===== src/design/mols_pkg.sv =====
// Shared types, codes and widths for the miss-order log stream server.
package mols_pkg;

    localparam int ADDR_W       = 48;
    localparam int LOG_AW       = 16;
    localparam int LOG_DEPTH    = 1 << LOG_AW;
    localparam int RECENT_DEPTH = 8;
    localparam int RECENT_IW    = $clog2(RECENT_DEPTH);
    localparam int RECENT_CW    = $clog2(RECENT_DEPTH + 1);
    localparam int MAX_LIST     = 16;
    localparam int CNT_W        = $clog2(MAX_LIST + 1);
    localparam int LEN_W        = 5;
    localparam int BSL_W        = 4;
    localparam int REQ_W        = 6;
    localparam int TAG_W        = 8;
    localparam int QID_W        = 4;
    localparam int IN_DATA_W    = 88;
    localparam int OUT_DATA_W   = 88;
    localparam int CFG_IDX_W    = 2;
    localparam int CFG_DATA_W   = 5;

    // Input modes.
    localparam logic [1:0] MODE_MISS   = 2'd0;
    localparam logic [1:0] MODE_STREAM = 2'd1;
    localparam logic [1:0] MODE_MORE   = 2'd2;
    localparam logic [1:0] MODE_UNUSED = 2'd3;

    // Configuration register indexes.
    localparam logic [CFG_IDX_W-1:0] CFG_ENABLE     = 2'd0;
    localparam logic [CFG_IDX_W-1:0] CFG_ALL_MISSES = 2'd1;
    localparam logic [CFG_IDX_W-1:0] CFG_BLOCK_LOG2 = 2'd2;
    localparam logic [CFG_IDX_W-1:0] CFG_LIST_LEN   = 2'd3;

    typedef enum logic [2:0] {
        KIND_NOTIFY = 3'd0,
        KIND_LIST   = 3'd1,
        KIND_STALE  = 3'd2,
        KIND_TAIL   = 3'd3,
        KIND_EMPTY  = 3'd4
    } t_kind;

    typedef struct packed {
        logic  accept;
        logic  pos_load;
        logic  pos_inc;
        logic  rd_en;
        logic  take;
        logic  append;
        logic  emit;
        t_kind emit_kind;
        logic  emit_last;
    } t_cmd;

    typedef struct packed {
        logic             enable;
        logic [1:0]       in_mode;
        logic             qualify;
        logic             dup;
        logic             addr_match;
        logic             tail_hit;
        logic             rd_zero;
        logic             limit_zero;
        logic [CNT_W-1:0] limit;
        logic             out_free;
    } t_status;

endpackage


===== src/design/mols_ctrl.sv =====
// Controller state machine that sequences appends, log lookups and list streaming.
module mols_ctrl import mols_pkg::*; (
    input  logic    i_clk,
    input  logic    i_rst_n,
    input  logic    i_in_valid,
    output logic    o_in_ready,
    input  t_status i_status,
    output t_cmd    o_cmd
);

    typedef enum logic [5:0] {
        S_IDLE   = 6'b000001,
        S_APPEND = 6'b000010,
        S_CHK    = 6'b000100,
        S_LCHK   = 6'b001000,
        S_FIN    = 6'b010000,
        S_RESP   = 6'b100000
    } t_state;

    t_state           r_state, n_state;
    logic [CNT_W-1:0] r_cnt, n_cnt;
    logic             r_have_pend, n_have_pend;
    t_kind            r_resp_kind, n_resp_kind;
    logic [CNT_W-1:0] w_cnt_nx;

    assign w_cnt_nx   = r_cnt + 1'b1;
    assign o_in_ready = (r_state == S_IDLE);

    always_comb begin
        n_state     = r_state;
        n_cnt       = r_cnt;
        n_have_pend = r_have_pend;
        n_resp_kind = r_resp_kind;
        o_cmd       = '0;
        case (r_state)
            S_IDLE: begin
                if (i_in_valid) begin
                    o_cmd.accept = 1'b1;
                    n_cnt        = '0;
                    n_have_pend  = 1'b0;
                    if (i_status.enable) begin
                        case (i_status.in_mode)
                            MODE_MISS: begin
                                n_state = S_APPEND;
                            end
                            MODE_STREAM: begin
                                o_cmd.pos_load = 1'b1;
                                o_cmd.rd_en    = 1'b1;
                                n_state        = S_CHK;
                            end
                            MODE_MORE: begin
                                o_cmd.pos_load = 1'b1;
                                o_cmd.rd_en    = 1'b1;
                                if (i_status.limit_zero) begin
                                    n_resp_kind = KIND_EMPTY;
                                    n_state     = S_RESP;
                                end else begin
                                    n_state = S_LCHK;
                                end
                            end
                            default: begin
                            end
                        endcase
                    end
                end
            end
            S_APPEND: begin
                if (!i_status.qualify || i_status.dup) begin
                    n_state = S_IDLE;
                end else if (i_status.out_free) begin
                    o_cmd.append    = 1'b1;
                    o_cmd.emit      = 1'b1;
                    o_cmd.emit_kind = KIND_NOTIFY;
                    o_cmd.emit_last = 1'b1;
                    n_state         = S_IDLE;
                end
            end
            S_CHK: begin
                if (!i_status.addr_match) begin
                    n_resp_kind = KIND_STALE;
                    n_state     = S_RESP;
                end else if (i_status.tail_hit) begin
                    n_resp_kind = KIND_TAIL;
                    n_state     = S_RESP;
                end else if (i_status.limit_zero) begin
                    n_resp_kind = KIND_EMPTY;
                    n_state     = S_RESP;
                end else begin
                    o_cmd.pos_inc = 1'b1;
                    o_cmd.rd_en   = 1'b1;
                    n_state       = S_LCHK;
                end
            end
            S_LCHK: begin
                // One entry is held back until the next read shows whether it ends the list.
                if (r_have_pend) begin
                    if (i_status.out_free) begin
                        o_cmd.emit      = 1'b1;
                        o_cmd.emit_kind = KIND_LIST;
                        o_cmd.emit_last = i_status.rd_zero;
                        if (i_status.rd_zero) begin
                            n_state = S_IDLE;
                        end else begin
                            o_cmd.take    = 1'b1;
                            o_cmd.pos_inc = 1'b1;
                            n_cnt         = w_cnt_nx;
                            if (w_cnt_nx == i_status.limit) begin
                                n_state = S_FIN;
                            end else begin
                                o_cmd.rd_en = 1'b1;
                            end
                        end
                    end
                end else if (i_status.rd_zero) begin
                    n_resp_kind = KIND_EMPTY;
                    n_state     = S_RESP;
                end else begin
                    o_cmd.take    = 1'b1;
                    o_cmd.pos_inc = 1'b1;
                    n_cnt         = w_cnt_nx;
                    n_have_pend   = 1'b1;
                    if (w_cnt_nx == i_status.limit) begin
                        n_state = S_FIN;
                    end else begin
                        o_cmd.rd_en = 1'b1;
                    end
                end
            end
            S_FIN: begin
                if (i_status.out_free) begin
                    o_cmd.emit      = 1'b1;
                    o_cmd.emit_kind = KIND_LIST;
                    o_cmd.emit_last = 1'b1;
                    n_state         = S_IDLE;
                end
            end
            S_RESP: begin
                if (i_status.out_free) begin
                    o_cmd.emit      = 1'b1;
                    o_cmd.emit_kind = r_resp_kind;
                    o_cmd.emit_last = 1'b1;
                    n_state         = S_IDLE;
                end
            end
            default: begin
                n_state = S_IDLE;
            end
        endcase
    end

    always_ff @(posedge i_clk) begin
        if (!i_rst_n) begin
            r_state     <= S_IDLE;
            r_cnt       <= '0;
            r_have_pend <= 1'b0;
            r_resp_kind <= KIND_EMPTY;
        end else begin
            r_state     <= n_state;
            r_cnt       <= n_cnt;
            r_have_pend <= n_have_pend;
            r_resp_kind <= n_resp_kind;
        end
    end

endmodule


===== config.mk =====
export PLATFORM = sky130hd
export DESIGN_NAME = mols_ctrl
export DESIGN_NICKNAME = d
export VERILOG_FILES = /design/src/design/mols_pkg.sv /design/src/design/mols_ctrl.sv
export SDC_FILE = /design/constraint.sdc
export NUM_CORES = 1
export LEC_CHECK = 0
export BUFFER_PORTS_ARGS = -buffer_cell sky130_fd_sc_hd__clkbuf_2
export CORE_MARGIN = 2
export CORE_UTILIZATION = 56
export CTS_BUF_LIST = sky130_fd_sc_hd__clkbuf_4
export DETAILED_ROUTE_END_ITERATION = 16
export PLACE_DENSITY = 0.93
export SYNTH_ARGS = -nofsm -noshare
export SYNTH_HDL_FRONTEND = slang
export SYNTH_SLANG_ARGS = --single-unit

===== constraint.sdc =====
create_clock -name i_clk -period 2.7 [get_ports i_clk]
set_input_delay 0.135 -clock i_clk [delete_from_list [all_inputs] [get_ports i_clk]]
set_output_delay 0.135 -clock i_clk [all_outputs]
set_load 0.1 [all_outputs]

Word level (Yosys, flattened, before mapping)
Cells that the tools add are included.
{"block": "totals", "reg_bits": 15, "latch_bits": 0, "mem_bits_rw": 0, "rom_bits": 0, "inputBits": 18, "wordCells": 87, "memories": 0}
{"block": "op_classes", "add_sub_neg": 1, "mul": 0, "div": 0, "magnitude_cmp": 0, "eq_ne": 16, "shifts": 0, "n_mux": 55, "bitwise_logic": 0, "reduce_logical": 11}
{"operator": "$mux 6", "count": 14}
{"operator": "$mux 5", "count": 8}
{"operator": "$mux 3", "count": 11}
{"operator": "$pmux 6 s5", "count": 1}
{"operator": "$pmux 5 s4", "count": 1}
{"operator": "$pmux 6 s3", "count": 1}
{"operator": "$mux 2", "count": 5}
{"operator": "$pmux 5 s2", "count": 1}
{"operator": "$mux 1", "count": 9}
{"operator": "$pmux 3 s3", "count": 1}
{"operator": "$eq 6x1->1 const B", "count": 1}
{"operator": "$eq 6x2->1 const B", "count": 1}
{"operator": "$eq 6x3->1 const B", "count": 1}
{"operator": "$eq 6x4->1 const B", "count": 1}
{"operator": "$eq 6x5->1 const B", "count": 1}
{"operator": "$eq 6x6->1 const B", "count": 1}
{"operator": "$ne 2x2->1 const B", "count": 3}
{"operator": "$reduce_and 6->1", "count": 1}
{"operator": "$add 5x1->5 const B", "count": 1}
{"operator": "$eq 5x5->1", "count": 1}
{"operator": "$ne 2x1->1 const B", "count": 2}
{"operator": "$ne 4x1->1 const B", "count": 1}
{"operator": "$pmux 1 s2", "count": 2}
{"operator": "$reduce_and 4->1", "count": 1}
{"operator": "other kinds (12)", "count": 13}

Longest topological paths before layout
{"block": "logic_depth", "word_depth": 7, "mapped_depth": 9, "depth_no_buf": 7}

Worst setup path before layout
Ideal clock, no wire load.
{"block": "synth_timing", "path_type": "register to output", "startpoint": "register r_state[5]", "endpoint": "output port o_cmd[0] (netlist bit)", "arrival_ns": 2.887, "t_required_ns": 2.565, "slack_ns": -0.322, "path_stages_with_launch": 6, "path_buffers": 1, "path_cell_list": "dfxtp_1 buf_4 or4b_4 nor2_1 nand3_1 a21oi_1"}
{"item": "start, declared", "line_no": "mols_ctrl.sv:20", "text": "t_state r_state, n_state;"}
{"item": "start signal, assigned", "line_no": "mols_ctrl.sv:158", "text": "r_state <= n_state;"}
{"item": "end, declared", "line_no": "mols_ctrl.sv:8", "text": "output t_cmd o_cmd"}

==> results.tsv <==
stage	metric	value	unit
outcome	status	finished, final reports clean	
logic_synthesis	synth_top_family_by_area	simple AND/OR/NAND/NOR gates	
clock_tree	clk_path_buf_depth	2	
layout	mostFrequentLayoutCells	clkbuf_2 (29), dfxtp_1 (15), nor2_1 (11), a21oi_1 (10), nand3_1 (9)	
placement	io_buffers	29	
sta	finalHoldViolCount	0	
routing	drt-initial-drc-count	64	
routing	drtPass1Iterations	4	
die	rows	16	
clock_tree	cts_buffers	3	
critical_path	critPathTopFamily	simple AND/OR/NAND/NOR gates	
logic_synthesis	syn-mean-instance-area	7.771	µm²
pwr	power.density	555.9	nW/µm²
clock_tree	clk_pin_slew	0.11	ns
placement	placed_cells	205	
clock_tree	clock-sinks	15	
logic_synthesis	yosysTopAreaCellShare	25.42	%
critical_path	cpPeakStageDelay	0.55	ns
die	start_util	59.60	%
sta	min_period	2.482	ns
routing	routedWlPerCell	15.48	µm
critical_path	path_buf_inv	1	
sta	tightest_slew	0.9323	ns
logic_synthesis	synth-main-ff-cell	dfxtp_1	
layout	area_delta_synth_final	16.63	%
logic_synthesis	synthArstFlopShare	0	%
routing	antenna_left	0	
logic_synthesis	synth.distinct_cells	51	
clock_tree	tritoncts	yes	
sta	timing.final.ws_setup	0.2176	ns
critical_path	cp_data_arrival_time	2.35	ns
sta	setup_violations	0	
clock_tree	clk_latency	0.30	ns
critical_path	critPathMaxFanout	10	
sta	final.setup.tns	0	ns
critical_path	worstSetupPathType	reg -> out	
logic_synthesis	ys_seq_area_share	25.42	%
hold_path	hold_start	i_rst_n	
sta	post-route-period-util	91.94	%
critical_path	cp_cell_sequence	or4b_4 -> nor3_4 -> nand2_2 -> o211ai_1 -> clkbuf_2	
logic_synthesis	synth_compound_area_share	24.68	%
critical_path	critPathRequiredTime	2.57	ns
routing	vias	1333	
clock_tree	htreeDepth	1	
logic_synthesis	synthSimpleGateAreaFrac	32.63	%
logic_synthesis	ys_top_cells_by_area	dfxtp_1 (25%), ha_1 (5.3%), a21oi_1 (4.7%)	
logic_synthesis	synth_edf_count	0	
clock_tree	post_cts_buffers	0	
placement	place_congestion	0.8889	
critical_path	critical_path.startpoint_type	register	
pwr	peakVddDrop	549.7	µV
layout	num_antenna_cells	0	
logic_synthesis	yosys_warnings	0	
grt	gr-total-overflow	0	
critical_path	end_kind	output pin	
placement	place_ws	0.5690	ns
run	drv_cap	0	
sta	relSlewSlack	36.86	%
critical_path	slowest_stage	or4b_4	
logic_synthesis	synth_top_cell_by_area	dfxtp_1	
layout	mostFrequentLayoutCell	clkbuf_2	
routing	via_per_inst	6.378	
die	die_w	49.93	µm
routing	wl_met1	1316	µm
logic_synthesis	synth_mux_area_share	0.9534	%
grt	grt_pass1_wl	5382	µm
routing	wl	3235	µm
logic_synthesis	synth_xor_area_share	5.932	%
critical_path	r2r-start	r_state[5]	
sta	slew_viol_final	0	
die	design.die.area	2493	µm²
routing	drc	0	
sta	fmax	402.8	MHz
logic_synthesis	synth.ff_latch_count	15	
sta	finClkSkew	0.01035	ns
grt	grt_max_degree	11	
logic_synthesis	syn_area	1181	µm²
critical_path	critPathLaunch	r_state[3]	
grt	grtUsageTotal	27.65	%
sta	rsz0062_at_grt	no	
clock_tree	cts_resized	0	
logic_synthesis	netlist_instances	152	
logic_synthesis	syn_nets	175	
routing	wl_met3	241	µm
pwr	p_leak	0.0005755	µW
die	core	1982	µm²
logic_synthesis	synth-adder-area-share	5.297	%
placement	dp_hpwl	2506	µm
hold_path	holdCritPathClass	in -> reg	
clock_tree	clockRootBuffer	clkbuf_4	
layout	layout.nets	206	
grt	grt_pass1_vias	1218	
layout	stdcell_count	209	
die	ios	30	
routing	highest_layer	met4	
routing	dr_wl_met2	1622	µm
layout	drive_gt1_share	24.73	%
grt	antenna_found_initial	0	
die	fp.dieH	49.93	µm
layout	final_util	69.51	%
clock_tree	cts_hold_buffers	0	
-- flip-flops by register name (all words and copies together) (netlist names) --
register and count:
r_state 6, r_cnt 5, r_resp_kind 3, r_have_pend 1
-- final timing paths --
| check | endpoint | slack (ns) | depth (start not counted) |
|---|---|---|---|
| min reg2reg | r_resp_kind[2] | 0.51 | 2 |
| max | o_cmd[7] | 0.22 | 5 |
| max reg2reg | r_state[3] | 0.58 | 5 |
| min | r_resp_kind[2] | 0.08 | 2 |
-- through the flow --
stage	power, µW	cell area [µm²]	hold WS [ns]
4_1_cts	758.2	1378	0.08426
3_3_place_gp	616.1	1350	0.3786
2_1_floorplan	552.2	1185	0.2214
5_1_grt	805.5	1378	0.08172
6_report	765.9	1378	0.08161
3_5_place_dp	624.6	1350	0.3827
-- logic make-up (layout without fill, tap and decap cells) --
group | Yosys count | in the layout
and+or+nand+nor | 67 | 67
AOI/OAI and AO/OA | 43 | 43
DFF | 15 | 15
buffers and inverters | 13 | 43
xor gates and xnor gates | 8 | 8
adders and majority gates | 5 | 5
muxes | 1 | 1
-- per-layer routing --
layer / GRT usage (%) / vias to the layer above
met2: 49.78 / 71
met5: 0 / -
li1: - / 626
met1: 32.71 / 626
met3: 3.030 / 10
met4: 12.04 / 0
-- where the power goes --
group | switching, µW | leakage [µW] | internal, µW | total [µW]
clock network | 84.4 | 0.0000177 | 55.2 | 140
logic | 274 | 0.000437 | 99.5 | 374
registers | 20.5 | 0.000121 | 232 | 253
-- area by class of cell --
class	count	area (µm²)
multi-input cells	124	824.5
fillers	154	604.3
flip-flops and latches	15	300.3
repair buffers	31	160.2
well taps	27	33.78
inverters	8	31.28
clock buffers	3	22.52
clock inverters	1	5.005
-- synth_stat cells (2+ instances only) --
library cell	count
a41oi_1	2
xor2_1	2
a31oi_1	2
o22ai_1	4
nand3_1	9
nand2b_1	5
a21oi_1	11
or2_2	2
a311oi_1	2
buf_2	2
nand3b_1	2
and3_1	5
xnor2_1	6
or2b_1	2
a32oi_1	2
nand2_1	8
nor2b_1	5
nor4_1	2
nor2_1	11
dfxtp_1	15
buf_4	2
nor3_1	5
o32a_1	2
ha_1	5
inv_1	6
o21ai_0	8
Note: power is estimated with default switching activity, not from simulation.
